File: src/rtl/btd_pkg.sv
// ----------------------------------------------------------------------------
// btd_pkg
// Shared types and constants of the BER TLV decoder: element kinds, tag
// values, status codes, decode phases and the result record.
// ----------------------------------------------------------------------------
package btd_pkg;

  // Expected element kind, sampled from mode on the tag byte
  localparam logic [1:0] MODE_INTEGER = 2'd0;
  localparam logic [1:0] MODE_OCTETS  = 2'd1;
  localparam logic [1:0] MODE_OID     = 2'd2;

  // Universal tags
  localparam logic [7:0] TAG_INTEGER = 8'h02;
  localparam logic [7:0] TAG_OCTETS  = 8'h04;
  localparam logic [7:0] TAG_OID     = 8'h06;

  // Length head fields
  localparam logic [7:0] LEN_LONG_BIT  = 8'h80;
  localparam logic [7:0] LEN_COUNT_MSK = 8'h7F;

  // Result status codes
  localparam logic [2:0] ST_OK        = 3'd0;
  localparam logic [2:0] ST_WRONG_TAG = 3'd1;
  localparam logic [2:0] ST_BAD_LEN   = 3'd2;
  localparam logic [2:0] ST_TRUNC     = 3'd3;
  localparam logic [2:0] ST_EMPTY_INT = 3'd4;

  // Configuration register indexes and reset value
  localparam logic       REG_COPY_LIMIT   = 1'b0;
  localparam logic [15:0] COPY_LIMIT_RESET = 16'd64;

  typedef enum logic [3:0] {
    PH_IDLE  = 4'b0001,
    PH_LHEAD = 4'b0010,
    PH_LEXT  = 4'b0100,
    PH_BODY  = 4'b1000
  } phase_t;

  typedef struct packed {
    logic        content_valid;
    logic [7:0]  content_byte;
    logic        done_res;
    logic [2:0]  status;
    logic [31:0] int_value;
    logic [15:0] content_length;
    logic [15:0] copied_count;
    logic [16:0] consumed_bytes;
  } res_t;

endpackage

File: src/rtl/ber_tlv_decoder_unit.sv
// ----------------------------------------------------------------------------
// ber_tlv_decoder_unit
// Streaming ASN.1 BER TLV decoder for INTEGER, OCTET STRING and OBJECT
// IDENTIFIER elements, one encoded byte per beat.
// ----------------------------------------------------------------------------
//
//  channel | dir | beat contents
//  --------+-----+--------------------------------------------------------
//  s_*     | in  | tdata: data_byte; tuser: tlv_start, mode; tlast: end_of_buffer
//  m_*     | out | tdata: content/status/int/lengths; tuser: content_valid;
//          |     | tlast: done_res
//  APB     | in  | copy_limit at byte address 0
//
// The element state and the output register both load at the edge that
// accepts the beat, so a result shows on m_* in the cycle right after its
// byte is taken.
// Sustained rate is one byte per cycle; the only limit is the output register.
// s_tready drops only while a result waits in the output register and the
// downstream side holds m_tready low.
// Reset (rst, synchronous) returns to idle, empties the output register and
// sets copy_limit to 64.
// ----------------------------------------------------------------------------
module ber_tlv_decoder_unit (
  input  logic        clk,
  input  logic        rst,
  // input byte stream
  input  logic        s_tvalid,
  output logic        s_tready,
  input  logic [7:0]  s_tdata,   // [7:0] data_byte
  input  logic [2:0]  s_tuser,   // [0] tlv_start, [2:1] mode
  input  logic        s_tlast,   // end_of_buffer
  // result stream
  output logic        m_tvalid,
  input  logic        m_tready,
  output logic [95:0] m_tdata,   // [7:0] content_byte, [10:8] status,
                                 // [42:11] int_value, [58:43] content_length,
                                 // [74:59] copied_count, [91:75] consumed_bytes,
                                 // [95:92] zero
  output logic        m_tuser,   // content_valid
  output logic        m_tlast,   // done_res
  // configuration
  input  logic        psel,
  input  logic        penable,
  input  logic        pwrite,
  input  logic [2:0]  paddr,
  input  logic [31:0] pwdata,
  output logic [31:0] prdata,
  output logic        pready
);

  logic          accept;
  logic          res_valid;
  btd_pkg::res_t res;
  btd_pkg::res_t out_res;
  logic          out_valid;
  logic [15:0]   copy_limit;

  // Register file: one register, write on the access phase
  assign pready = 1'b1;
  assign prdata = (paddr[2] == btd_pkg::REG_COPY_LIMIT) ? {16'd0, copy_limit} : 32'd0;

  always_ff @(posedge clk) begin
    if (rst) begin
      copy_limit <= btd_pkg::COPY_LIMIT_RESET;
    end else if (psel && penable && pwrite && pready &&
                 paddr[2] == btd_pkg::REG_COPY_LIMIT) begin
      copy_limit <= pwdata[15:0];
    end
  end

  // Take a new byte whenever the output register is free or being drained
  assign s_tready = !out_valid || m_tready;
  assign accept   = s_tvalid && s_tready;

  btd_core u_core (
    .clk           (clk),
    .rst           (rst),
    .accept        (accept),
    .data_byte     (s_tdata),
    .tlv_start     (s_tuser[0]),
    .end_of_buffer (s_tlast),
    .mode          (s_tuser[2:1]),
    .copy_limit    (copy_limit),
    .res_valid     (res_valid),
    .res           (res)
  );

  // Output register: load on a result, drop once the downstream takes it
  always_ff @(posedge clk) begin
    if (rst) begin
      out_valid <= 1'b0;
    end else if (s_tready) begin
      out_valid <= accept && res_valid;
    end
  end

  always_ff @(posedge clk) begin
    if (accept && res_valid) begin
      out_res <= res;
    end
  end

  assign m_tvalid = out_valid;
  assign m_tuser  = out_res.content_valid;
  assign m_tlast  = out_res.done_res;
  assign m_tdata  = {4'd0, out_res.consumed_bytes, out_res.copied_count,
                     out_res.content_length, out_res.int_value, out_res.status,
                     out_res.content_byte};

  // A content beat that does not close the element always carries a byte
  a_content_beat: assert property (@(posedge clk) disable iff (rst)
    m_tvalid && !m_tlast |-> m_tuser && m_tdata[10:8] == btd_pkg::ST_OK)
    else $error("content beat without byte or with status");

  // A failed element hands out no byte on its closing beat
  a_error_no_byte: assert property (@(posedge clk) disable iff (rst)
    m_tvalid && m_tlast && m_tdata[10:8] != btd_pkg::ST_OK |-> !m_tuser)
    else $error("error result carries a content byte");

  // Copied count never exceeds the length field
  a_copied_bound: assert property (@(posedge clk) disable iff (rst)
    m_tvalid && m_tlast |-> m_tdata[74:59] <= m_tdata[58:43])
    else $error("copied count above content length");

  // Integers never report copied bytes and strings never an integer value
  a_int_exclusive: assert property (@(posedge clk) disable iff (rst)
    m_tvalid |-> m_tdata[74:59] == 16'd0 || m_tdata[42:11] == 32'd0)
    else $error("both integer value and copied count set");

  // The output register is empty right after reset
  a_reset_empty: assert property (@(posedge clk)
    $past(rst) |-> !m_tvalid)
    else $error("result pending after reset");

endmodule

File: src/rtl/btd_core.sv
// ----------------------------------------------------------------------------
// btd_core
// Element state of the decoder and the one-byte step: updates the state on
// each accepted beat and forms the result of that beat, if any.
// ----------------------------------------------------------------------------
module btd_core (
  input  logic               clk,
  input  logic               rst,
  input  logic               accept,
  input  logic [7:0]         data_byte,
  input  logic               tlv_start,
  input  logic               end_of_buffer,
  input  logic [1:0]         mode,
  input  logic [15:0]        copy_limit,
  output logic               res_valid,
  output btd_pkg::res_t      res
);

  btd_pkg::phase_t phase, phase_next;
  logic [1:0]  element_type, element_type_next;
  logic [1:0]  length_bytes_left, length_bytes_left_next;
  logic [15:0] length_value, length_value_next;
  logic [15:0] content_seen, content_seen_next;
  logic [31:0] accumulator, accumulator_next;
  logic [16:0] byte_total, byte_total_next;

  logic        fin;
  logic [2:0]  fin_status;
  logic        cv;
  logic        emit;
  logic        enter;
  logic [7:0]  tag;
  logic        tag_ok;
  logic [6:0]  len_count;
  logic [15:0] min_len;

  always_comb begin
    phase_next             = phase;
    element_type_next      = element_type;
    length_bytes_left_next = length_bytes_left;
    length_value_next      = length_value;
    content_seen_next      = content_seen;
    accumulator_next       = accumulator;
    byte_total_next        = byte_total;
    fin        = 1'b0;
    fin_status = btd_pkg::ST_OK;
    cv         = 1'b0;
    emit       = 1'b0;
    enter      = 1'b0;
    len_count  = data_byte[6:0] & btd_pkg::LEN_COUNT_MSK[6:0];
    tag        = btd_pkg::TAG_INTEGER;
    tag_ok     = 1'b0;

    case (mode)
      btd_pkg::MODE_INTEGER: begin tag = btd_pkg::TAG_INTEGER; tag_ok = 1'b1; end
      btd_pkg::MODE_OCTETS:  begin tag = btd_pkg::TAG_OCTETS;  tag_ok = 1'b1; end
      btd_pkg::MODE_OID:     begin tag = btd_pkg::TAG_OID;     tag_ok = 1'b1; end
      default:               begin tag = btd_pkg::TAG_INTEGER; tag_ok = 1'b0; end
    endcase

    if (tlv_start) begin
      element_type_next      = mode;
      length_bytes_left_next = 2'd0;
      length_value_next      = 16'd0;
      content_seen_next      = 16'd0;
      accumulator_next       = 32'd0;
      byte_total_next        = 17'd1;
      if (!tag_ok || data_byte != tag) begin
        fin = 1'b1; fin_status = btd_pkg::ST_WRONG_TAG;
      end else if (end_of_buffer) begin
        fin = 1'b1; fin_status = btd_pkg::ST_TRUNC;
      end else begin
        phase_next = btd_pkg::PH_LHEAD;
      end
    end else begin
      case (phase)
        btd_pkg::PH_IDLE: begin
        end
        btd_pkg::PH_LHEAD: begin
          byte_total_next = byte_total + 17'd1;
          if ((data_byte & btd_pkg::LEN_LONG_BIT) == 8'd0) begin
            length_value_next = {8'd0, data_byte};
            enter = 1'b1;
          end else if (len_count != 7'd1 && len_count != 7'd2) begin
            fin = 1'b1; fin_status = btd_pkg::ST_BAD_LEN;
          end else if (end_of_buffer) begin
            fin = 1'b1; fin_status = btd_pkg::ST_TRUNC;
          end else begin
            length_bytes_left_next = len_count[1:0];
            phase_next = btd_pkg::PH_LEXT;
          end
        end
        btd_pkg::PH_LEXT: begin
          byte_total_next        = byte_total + 17'd1;
          length_value_next      = {length_value[7:0], data_byte};
          length_bytes_left_next = length_bytes_left - 2'd1;
          if (end_of_buffer) begin
            fin = 1'b1; fin_status = btd_pkg::ST_TRUNC;
          end else if (length_bytes_left_next == 2'd0) begin
            enter = 1'b1;
          end
        end
        btd_pkg::PH_BODY: begin
          byte_total_next = byte_total + 17'd1;
          if (element_type == btd_pkg::MODE_INTEGER) begin
            if (content_seen == 16'd0) begin
              accumulator_next = {{24{data_byte[7]}}, data_byte};
            end else begin
              accumulator_next = {accumulator[23:0], data_byte};
            end
          end
          content_seen_next = content_seen + 16'd1;
          cv = (element_type != btd_pkg::MODE_INTEGER) && (content_seen < copy_limit);
          if (content_seen_next == length_value) begin
            fin = 1'b1; fin_status = btd_pkg::ST_OK;
          end else if (end_of_buffer) begin
            fin = 1'b1; fin_status = btd_pkg::ST_TRUNC; cv = 1'b0;
          end else begin
            emit = cv;
          end
        end
        default: begin
          phase_next = btd_pkg::PH_IDLE;
        end
      endcase
    end

    // Move from the length field into the content
    if (enter) begin
      if (length_value_next == 16'd0) begin
        fin = 1'b1;
        fin_status = (element_type_next == btd_pkg::MODE_INTEGER) ?
                     btd_pkg::ST_EMPTY_INT : btd_pkg::ST_OK;
      end else if (end_of_buffer) begin
        fin = 1'b1; fin_status = btd_pkg::ST_TRUNC;
      end else begin
        content_seen_next = 16'd0;
        phase_next = btd_pkg::PH_BODY;
      end
    end

    if (fin) begin
      phase_next = btd_pkg::PH_IDLE;
    end
  end

  assign min_len = (length_value_next < copy_limit) ? length_value_next : copy_limit;

  always_comb begin
    res_valid          = accept && (fin || emit);
    res.content_valid  = cv && (fin || emit);
    res.content_byte   = (cv && (fin || emit)) ? data_byte : 8'd0;
    res.done_res       = fin;
    res.status         = fin ? fin_status : btd_pkg::ST_OK;
    res.content_length = length_value_next;
    res.consumed_bytes = byte_total_next;
    res.int_value      = 32'd0;
    res.copied_count   = 16'd0;
    if (fin && fin_status == btd_pkg::ST_OK) begin
      if (element_type_next == btd_pkg::MODE_INTEGER) begin
        res.int_value = accumulator_next;
      end else begin
        res.copied_count = min_len;
      end
    end
  end

  always_ff @(posedge clk) begin
    if (rst) begin
      phase             <= btd_pkg::PH_IDLE;
      element_type      <= 2'd0;
      length_bytes_left <= 2'd0;
      length_value      <= 16'd0;
      content_seen      <= 16'd0;
      accumulator       <= 32'd0;
      byte_total        <= 17'd0;
    end else if (accept) begin
      phase             <= phase_next;
      element_type      <= element_type_next;
      length_bytes_left <= length_bytes_left_next;
      length_value      <= length_value_next;
      content_seen      <= content_seen_next;
      accumulator       <= accumulator_next;
      byte_total        <= byte_total_next;
    end
  end

endmodule
File: config.mk
export PLATFORM = sky130hd
export DESIGN_NAME = ber_tlv_decoder_unit
export DESIGN_NICKNAME = d
export VERILOG_FILES = /design/src/rtl/btd_pkg.sv /design/src/rtl/ber_tlv_decoder_unit.sv /design/src/rtl/btd_core.sv
export SDC_FILE = /design/constraint.sdc
export NUM_CORES = 1
export LEC_CHECK = 0
export CORE_MARGIN = 1.5
export CORE_UTILIZATION = 66
export CTS_BUF_LIST = sky130_fd_sc_hd__clkbuf_8
export DETAILED_ROUTE_END_ITERATION = 10
export DONT_BUFFER_PORTS = 1
export GPL_TIMING_DRIVEN = 0
export PLACE_DENSITY = 0.83
export SLEW_MARGIN = 10
export SYNTH_ARGS = -nofsm -noshare
export SYNTH_HDL_FRONTEND = slang
export SYNTH_SLANG_ARGS = --single-unit
File: constraint.sdc
create_clock -name clk -period 9.5 [get_ports clk]
set_input_delay 0 -clock clk [delete_from_list [all_inputs] [get_ports clk]]
set_output_delay 0 -clock clk [all_outputs]
set_load 0.02 [all_outputs]
==> results of run 1 <==
[final timing paths]
| kind | to | from | cells past startpoint |
|---|---|---|---|
| setup / recovery | m_tdata[66]$_SDFFCE_PP0P_ | u_core.phase[3]$_SDFFE_PP0P_ | 13 |
| hold reg to reg | copy_limit[8]$_SDFFE_PP0P_ | copy_limit[8]$_SDFFE_PP0P_ | 2 |
| hold / removal | m_tdata[10]$_SDFFCE_PN0P_ | s_tuser[2] | 3 |
| setup reg to reg | m_tdata[66]$_SDFFCE_PP0P_ | u_core.phase[3]$_SDFFE_PP0P_ | 13 |
[Yosys cell counts, drive strengths merged, types with 15 or more instances]
master  number  area [um^2]
nor2       173          649
nand2      151          567
a21oi      122          611
dfxtp      106         2120
edfxtp      94         2820
clkbuf      67          253
ha          36          450
buf         35          228
inv         34          128
o211ai      30          225
o21ai       28          140
a211o       25          219
nand3       24          120
a22oi       22          165
xnor2       21          184
xor2        19          166
nor3        17         85.1
nand4       15         93.8
[registers in the layout (all words and copies together) (netlist names), 2 cells and up]
| signal | count |
|---|---|
| m_tdata | 92 |
| u_core.accumulator | 32 |
| u_core.byte_total | 17 |
| copy_limit | 16 |
| u_core.content_seen | 16 |
| u_core.length_value | 16 |
| u_core.phase | 4 |
| u_core.element_type | 2 |
| u_core.length_bytes_left | 2 |
[layer usage]
metal	track usage	wire [um]
met1	0.492	12200
met2	0.562	13700
met3	0.0789	3340
met4	0.142	1110
met5	0	0
[report_power, final]
| part | leakage, nW | switching [mW] | internal, mW | total [mW] |
|---|---|---|---|---|
| logic | 2.13 | 0.113 | 0.0513 | 0.164 |
| registers | 1.77 | 0.0284 | 0.919 | 0.948 |
| clock network | 0.204 | 0.318 | 0.249 | 0.567 |
| total | 4.10 | 0.460 | 1.22 | 1.68 |
[per-stage QoR]
stage                     area (um^2)  worst slack (ns)  cells  utilization
after floorplan                 10600              2.79   1204            -
after global placement          10900             0.372   1420        0.692
after detailed placement        11000              5.05   1423        0.697
after CTS                       11700              5.04   1485        0.743
after global routing            11700              4.70   1485        0.743
final                           11700              4.87   1485        0.743
[worst max-delay path, stage by stage (launching register included)]
cell and delay [ns]:
dfxtp_1 0.37, clkbuf_1 0.24, nor4b_1 1.13, a22oi_1 0.15, nor2_1 0.38, ha_1 0.32
nand4_1 0.16, nor3_1 0.10, a21oi_1 0.15, o211ai_1 0.13, a311oi_2 0.50, buf_2 0.41
mux2i_1 0.26, nor2_1 0.07
[layout make-up]
cell class | count | area, um^2
Buffer | 102 | 480
Clock buffer | 18 | 248
Clock inverter | 14 | 169
Fill cell | 1137 | 4040
Inverter | 34 | 128
Multi-Input combinational cell | 868 | 5060
Sequential cell | 200 | 4940
Tap cell | 216 | 270
Timing Repair Buffer | 33 | 368
[repair_timing]
action                                  4_1_cts  5_1_grt
endpoints found under the setup margin        0        0
endpoints found under the hold margin        42        0
hold buffers                                 30        0
[cells by family after synthesis]
kind of cell             Yosys count  synth area share
AO/OA/AOI/OAI                    300             0.187
multiplexers                      13            0.0124
other                              2          0.000713
AND/OR/NAND/NOR                  458             0.197
flip-flops                       200             0.469
XOR/XNOR                          40            0.0333
buffers and inverters            136            0.0577
adder cells (fa/ha/maj)           36            0.0428
==> run_results.csv, run 1 <==
group,metric,value,unit
placement,gp_congestion,0.973,
layout,drive_gt1_frac,0.0599,
layout,final_common_cell,"nor2_1",
grt,gr-total-overflow,0,
sta,hold_viol_final,0,
route,via_per_inst,6.46,
synth,synthArstFlopShare,0,
critical_path,arrival,4.88,ns
route,postRouteAntennaNets,0,
grt,grt_pass1_vias,8379,
critical_path,cp_max_fo,10,
power,powerDensity,144,nW/um^2
floorplan,die_area,16700,um^2
clock_network,clockRootBuffer,"clkbuf_8",
route,first_iter_violations,1332,
floorplan,core,15700,um^2
sta,max_freq,0.216,GHz
synth,postSynthAreaPerCell,8.89,um^2
placement,hpwlAfterDp,21800,um
sta,tightest_slew,1.28,ns
sta,period_minus_slack,4.63,ns
floorplan,fp-row-count,46,
synth,synth_warnings,0,
synth,syn_inst,1185,
synth,synth_seq_area_share,0.469,
layout,diodes,0,
floorplan,die_h,129,um
sta,relSlewSlack,0.134,
outcome,outcome,"complete, no violations",
run,drv_cap,0,
grt,grt_start_max_net_pins,36,
clock_network,cts-resized-gates,0,
placement,portBuffers,0,
sta,period_share,0.487,
synth,syn_area,10500,um^2
route,num_vias,9590,
clock_network,clockBufferDepth,2,
clock_network,postCtsSetupBuffers,0,
sta,hold_ws,0.0248,ns
floorplan,ios,187,
sta,rsz0062_at_grt,"no",
synth,synth_flop_cell,"dfxtp_1",
route,drc,0,
grt,antenna_found_initial,0,
clock_network,clk_pin_slew,0.11,ns
route,routed_wl,30400,um
hold_path,hold_class,"primary input to flop",
sta,slew_viol_final,0,
critical_path,crit_type,"flop to flop",
critical_path,endpoint_kind,"flop",
power,p_leak,4.10,nW
layout,synthToLayoutAreaGrowth,10.8,%
synth,synth-seq-cells,200,
power,fin_total_pwr,1.68,mW
grt,grt_pass1_wl,45900,um
sta,setup_viol,0,
clock_network,cts_tree,"yes",
floorplan,initial_core_util,0.670,
clock_network,htreeDepth,4,
critical_path,critPathLaunchType,"flop",
synth,synth_cell_type_count,67,
clock_network,clock_sinks,200,
floorplan,die_w,129,um
grt,track_usage,0.361,
power,irDropWorstVdd,0.0990,mV
layout,layout_common_cells,"172 x nor2_1, 151 x nand2_1, 122 x a21oi_1",
clock_network,numCtsBuffers,17,
sta,finalClockSkew,0.0130,ns
route,wl_per_cell,20.5,um
synth,synth-edff-count,94,
critical_path,reg2reg_slack,4.87,ns
layout,fin_nets,1346,
critical_path,worstPathRequired,9.74,ns
clock_network,clock_latency,0.49,ns
sta,setup_tns,0,ns
route,dr.pass1.iters,6,
(Power assumes the default switching activity.)
==> inputs of run 2 (changes only) <==
Clock period 9.5 ns to 4.4 ns, I/O delays scaled along.
==> run 2 against run 1 <==
Effect of this change:
- sequential share of layout area fell by 0.095 points
- combinational power rose by 120%
- flip-flop and latch count did not move
- global-route usage rose by 0.34 points
- non-clock buffer count rose by 2
- clock skew rose by 0.00069 ns
- final cell count rose by 0.13%
- sequential power rose by 120%
- clock-buffer cell count did not move
- clock power rose by 110%
- first-iteration DRC count fell by 17%
- largest cell class unchanged
==> run_results.csv, run 2 (same netlist as run 1, synthesis figures left out) <==
group,metric,value,unit
sta,hold_ws,0.0175,ns
clock_network,numCtsBuffers,17,
route,routed_wl,30400,um
placement,portBuffers,0,
clock_network,clockBufferDepth,2,
sta,setup_viol,0,
critical_path,critPathLaunchType,"flop",
layout,synthToLayoutAreaGrowth,11.0,%
critical_path,endpoint_kind,"flop",
layout,fillers,1149,
power,p_leak,4.11,nW
critical_path,crit_type,"flop to flop",
power,powerDensity,305,nW/um^2
outcome,outcome,"complete, no violations",
power,irDropWorstVdd,0.170,mV
layout,instances_no_fill,1487,
floorplan,core,15700,um^2
sta,fin_ws,0.147,ns
clock_network,clockRootBuffer,"clkbuf_8",
grt,grt_pass1_vias,8654,
floorplan,initial_core_util,0.670,
layout,multi_input_area,5100,um^2
placement,dp_cells,1423,
sta,finalClockSkew,0.0137,ns
route,dr.pass1.iters,5,
floorplan,die_area,16700,um^2
layout,final_common_cell,"nor2_1",
layout,largest_reg_flops,92,
route,postRouteAntennaNets,0,
grt,gr-total-overflow,0,
layout,largest_register,"m_tdata",
floorplan,die_w,129,um
sta,hold_viol_final,0,
route,drc,0,
sta,relSlewSlack,0.465,
floorplan,fp-row-count,46,
layout,drive_gt1_frac,0.0622,
layout,regArea,4940,um^2
hold_path,hold_class,"primary input to flop",
critical_path,worstPathRequired,4.63,ns
route,first_iter_violations,1102,
layout,layout_common_cells,"172 x nor2_1, 151 x nand2_1, 122 x a21oi_1",
grt,grt_pass1_wl,46800,um
layout,fin_nets,1348,
clock_network,htreeDepth,4,
run,drv_cap,0,
sta,tightest_slew,0.802,ns
floorplan,ios,187,
sta,period_share,0.967,
sta,rsz0062_at_grt,"no",
floorplan,die_h,129,um
sta,max_freq,0.235,GHz
clock_network,clk_pin_slew,0.10,ns
clock_network,clock_sinks,200,
route,via_per_inst,6.43,
clock_network,cts_tree,"yes",
layout,largestRegisters,"m_tdata x92, u_core.accumulator x32, u_core.byte_total x17",
placement,pre_cts_ws,-0.0452,ns
grt,antenna_found_initial,0,
layout,fin_util,0.744,
route,num_vias,9554,
route,wl_per_cell,20.5,um
sta,slew_viol_final,0,
placement,gp_congestion,0.953,
grt,track_usage,0.364,
critical_path,arrival,4.48,ns
critical_path,cp_max_fo,10,
clock_network,clock_latency,0.48,ns
sta,period_minus_slack,4.25,ns
layout,diodes,0,
grt,grt_start_max_net_pins,30,
placement,hpwlAfterDp,21900,um
run 2: changes by cell type in the layout (fill, tap and decap cells not counted), moves of 2 or more:
cell        delta
nor4b_4        +2
clkinvlp_4     -2
inv_6          -2
buf_4          +2
inv_8          +2
run 2: worst paths after layout:
check / end / slack, ns / depth (start not counted) / start
max reg2reg: m_tdata[72]$_SDFFCE_PP0P_ / 0.15 / 12 / u_core.phase[0]$_SDFFE_PP1P_
max: m_tdata[72]$_SDFFCE_PP0P_ / 0.15 / 12 / u_core.phase[0]$_SDFFE_PP1P_
min reg2reg: copy_limit[12]$_SDFFE_PP0P_ / 0.48 / 2 / copy_limit[12]$_SDFFE_PP0P_
min: m_tdata[10]$_SDFFCE_PN0P_ / 0.02 / 3 / s_tuser[1]
run 2: worst max-delay path, cell delays in order, from the launching register on:
cell,delay (ns)
dfxtp_1,0.31
buf_2,0.20
or4b_2,0.72
a221oi_2,0.73
ha_1,0.37
nand4_1,0.10
nor3_1,0.08
a21oi_1,0.21
o211ai_1,0.13
a311oi_2,0.44
buf_2,0.38
mux2i_1,0.26
nor2_1,0.06
run 2: layout make-up:
class,instances,area share
sequential,200,0.423
multi-input combinational,868,0.436
buffer,102,0.0411
timing repair buffer,35,0.0327
clock buffer,18,0.0212
clock inverter,14,0.0124
tap,216,0.0231
inverter,34,0.0109
run 2: where the power goes:
group	switching [mW]	internal [mW]
sequential	0.0593	1.98
clock	0.688	0.481
combinational	0.242	0.112
total	0.989	2.58
run 2: timing repair:
| item | 4_1_cts | 5_1_grt |
|---|---|---|
| resized for setup | 2 | 3 |
| endpoints found under the hold margin | 40 | 0 |
| hold buffers | 30 | 0 |
| setup endpoints to repair | 12 | 86 |
| buffers inserted | 0 | 2 |
| pin swaps | 0 | 1 |
run 2: stage by stage:
stage | cell area [um^2] | power [mW] | TNS, ns
2_1_floorplan | 10600 | 2.31 | 0
3_3_place_gp | 10900 | 2.39 | -99.86
3_5_place_dp | 11000 | 2.40 | -0.102
4_1_cts | 11700 | 3.55 | 0
5_1_grt | 11700 | 3.66 | 0
6_report | 11700 | 3.57 | 0
run 2: routing by layer:
metal | vias up | GRT usage | wire, um
li1 | 4340 | - | -
met1 | 4545 | 0.494 | 12400
met2 | 581 | 0.567 | 13800
met3 | 88 | 0.0917 | 3270
met4 | 0 | 0.131 | 889
met5 | - | 0 | 0
==> inputs of run 3 (changes only) <==
Settings changed: SYNTH_HIERARCHICAL from default to 1.
==> run 3 against run 2 <==
Effect of this change:
- the flow now finishes with violations (design-rule violations)
- sequential power is essentially flat
- clock power hardly changed
- worst setup slack lost 0.014 ns
- utilization rose by 1.4 points
- flip-flop and latch count unchanged
- combinational power fell by 27%
- synthesized cell count fell by 6.2%
- largest cell class unchanged
- highest routed layer unchanged
==> run_results.csv, run 3 <==
group,metric,value,unit
synth,yosysMostFrequentCell,"nor2_1",
floorplan,initial_core_util,0.683,
clock_network,clockBufferDepth,2,
critical_path,critPathLaunchType,"flop",
floorplan,core,16100,um^2
power,irDropWorstVdd,0.238,mV
synth,synth_top_family_by_area,"simple AND/OR/NAND/NOR gates",
floorplan,die_h,132,um
sta,period_share,0.970,
power,powerDensity,285,nW/um^2
route,wl_per_cell,20.3,um
grt,grt_pass1_vias,8522,
route,postRouteAntennaNets,0,
layout,largest_register,"m_tdata",
power,fin_total_pwr,3.47,mW
sta,tightest_slew,0.908,ns
floorplan,die_area,17400,um^2
clock_network,numCtsBuffers,17,
floorplan,die_w,132,um
synth,synth_cell_type_count,79,
clock_network,clockRootBuffer,"clkbuf_8",
critical_path,endpoint_kind,"flop",
synth,synth_compound_area_frac,0.137,
grt,antenna_found_initial,1,
synth,syn_inst,1111,
run,drv_cap,0,
synth,synth_warnings,6,
layout,synthToLayoutAreaGrowth,11.0,%
layout,layout_common_cells,"144 x nor2_1, 106 x dfxtp_1, 94 x mux2i_1, 94 x edfxtp_1, 78 x a21oi_1",
synth,synth-edff-count,94,
sta,finalClockSkew,0.0147,ns
hold_path,hold_class,"primary input to flop",
placement,portBuffers,0,
synth,synth_simple_gate_area_share,0.199,
clock_network,cts_tree,"yes",
route,first_iter_violations,792,
synth,synthTopCellsByArea,"edfxtp_1 26%, dfxtp_1 19%, mux2i_1 8.6%, nor2_1 5.0%, ha_1 4.1%",
layout,final_common_cell,"nor2_1",
layout,largestRegisters,"m_tdata x92, u_core/accumulator x32, u_core/byte_total x17",
synth,synthArstFlopShare,0,
route,dr.pass1.iters,11,
layout,diodes,0,
clock_network,htreeDepth,4,
placement,gp_congestion,0.976,
sta,period_minus_slack,4.27,ns
layout,drive_gt1_frac,0.113,
route,routed_wl,28700,um
synth,synth_seq_area_share,0.451,
sta,relSlewSlack,0.394,
placement,pre_cts_ws,-0.230,ns
route,drc,2,
synth,synth_flop_cell,"dfxtp_1",
layout,largest_reg_flops,92,
synth,synth_fa_ha_area_frac,0.0411,
placement,hpwlAfterDp,19400,um
grt,grt_start_max_net_pins,34,
critical_path,arrival,4.48,ns
outcome,violations,"design-rule violations",
sta,slew_viol_final,0,
route,num_vias,8841,
critical_path,crit_type,"flop to flop",
sta,fin_ws,0.133,ns
floorplan,fp-row-count,46,
sta,setup_viol,0,
layout,fin_nets,1277,
clock_network,clk_pin_slew,0.10,ns
route,via_per_inst,6.24,
synth,yosys-mux-area-fraction,0.0858,
layout,fillers,1092,
grt,gr-total-overflow,0,
synth,syn_area,11000,um^2
sta,hold_viol_final,0,
clock_network,clock_sinks,200,
floorplan,ios,187,
grt,track_usage,0.325,
critical_path,cp_max_fo,10,
grt,grt_pass1_wl,44800,um
outcome,outcome,"finished, violations left",
synth,synth_top_area_frac,0.257,
synth,synthTopCellsByCount,"145 x nor2_1, 106 x dfxtp_1, 94 x edfxtp_1, 94 x mux2i_1, 78 x a21oi_1",
synth,yosysTopAreaCell,"edfxtp_1",
critical_path,worstPathRequired,4.61,ns
synth,postSynthAreaPerCell,9.87,um^2
synth,synth-seq-cells,200,
synth,synth-xor-area-share,0.0284,
clock_network,clock_latency,0.48,ns
power,p_leak,4.45,nW
sta,max_freq,0.234,GHz
[run 3: cell types whose count changed after synthesis, sizes merged, moves of 9 or more]
cell,before,now
a211o,25,2
a211oi,13,1
a21oi,122,86
buf,35,44
clkbuf,67,51
mux2i,13,94
nand2,151,47
nand2b,6,38
nor2,173,145
nor2b,4,38
o211ai,30,2
o21ai,28,45
o31ai,3,21
[run 3: metal layers]
metal	track usage	part of all wire	up-vias
li1	-	-	4085
met1	0.412	0.40	4167
met2	0.544	0.48	500
met3	0.0765	0.088	89
met4	0.119	0.031	0
met5	0	0	-
[run 3: report_power, final]
part           switching, mW  internal, mW
Combinational          0.163        0.0963
Clock                  0.684         0.521
Sequential            0.0430          1.97
[run 3: final cells by class]
class,instances,area [um^2],share of cell area
Tap cell,216,270,0.0222
Inverter,28,105,0.00863
Sequential cell,200,4940,0.406
Timing Repair Buffer,38,423,0.0347
Buffer,94,519,0.0426
Clock inverter,15,166,0.0137
Clock buffer,17,234,0.0192
Multi-Input combinational cell,808,5520,0.453
[run 3: worst paths after layout]
check	cells after the start	startpoint	slack, ns	to
worst min register to register	2	u_core/length_bytes_left[1]$_SDFFE_PP0P_	0.47	u_core/length_bytes_left[1]$_SDFFE_PP0P_
worst max register to register	13	u_core/phase[3]$_SDFFE_PP0P_	0.13	m_tdata[65]$_DFFE_PP_
worst min-delay path	3	s_tdata[2]	0.04	u_core/accumulator[2]$_SDFFE_PP0P_
worst max-delay path	13	u_core/phase[3]$_SDFFE_PP0P_	0.13	m_tdata[65]$_DFFE_PP_
[run 3: cell families (layout without fill, tap and decap cells)]
kind of cell    Yosys count  count (layout)
compound gates          231             231
xor+xnor                 34              34
fa+ha+maj                36              36
buf+inv                 123             192
flops                   200             200
mux                      94              94
other cells               2              21
simple gates            391             392
[run 3: through the flow]
step,util,instances,hold slack [ns],instance area (um^2),setup TNS (ns)
global route,0.758,1416,0.0704,12200,-0.00704
finish,0.758,1416,0.0415,12200,0
floorplan,-,1130,0.148,11000,0
CTS,0.756,1416,0.0151,12100,0
detailed placement,0.709,1349,0.160,11400,-2.15
global placement,0.705,1346,0.151,11300,-80.44
[run 3: timing repair]
action,4_1_cts,5_1_grt
hold buffers,34,0
cloned,1,0
buffers inserted,0,1
hold endpoints to repair,55,0
setup endpoints to repair,44,99
gates resized for setup,3,5
[run 3: worst max-delay path: stages (launching register included)]
cell and delay [ns]:
dfxtp_1 0.37, or2_2 0.31, clkbuf_1 0.21, nor3_4 0.31, clkbuf_2 0.31, a22oi_1 0.11, nor2_1 0.38, ha_1 0.23
nand4_1 0.14, or4_1 0.60, o21ai_4 0.32, buf_2 0.38, mux2i_1 0.26, nor2_1 0.06
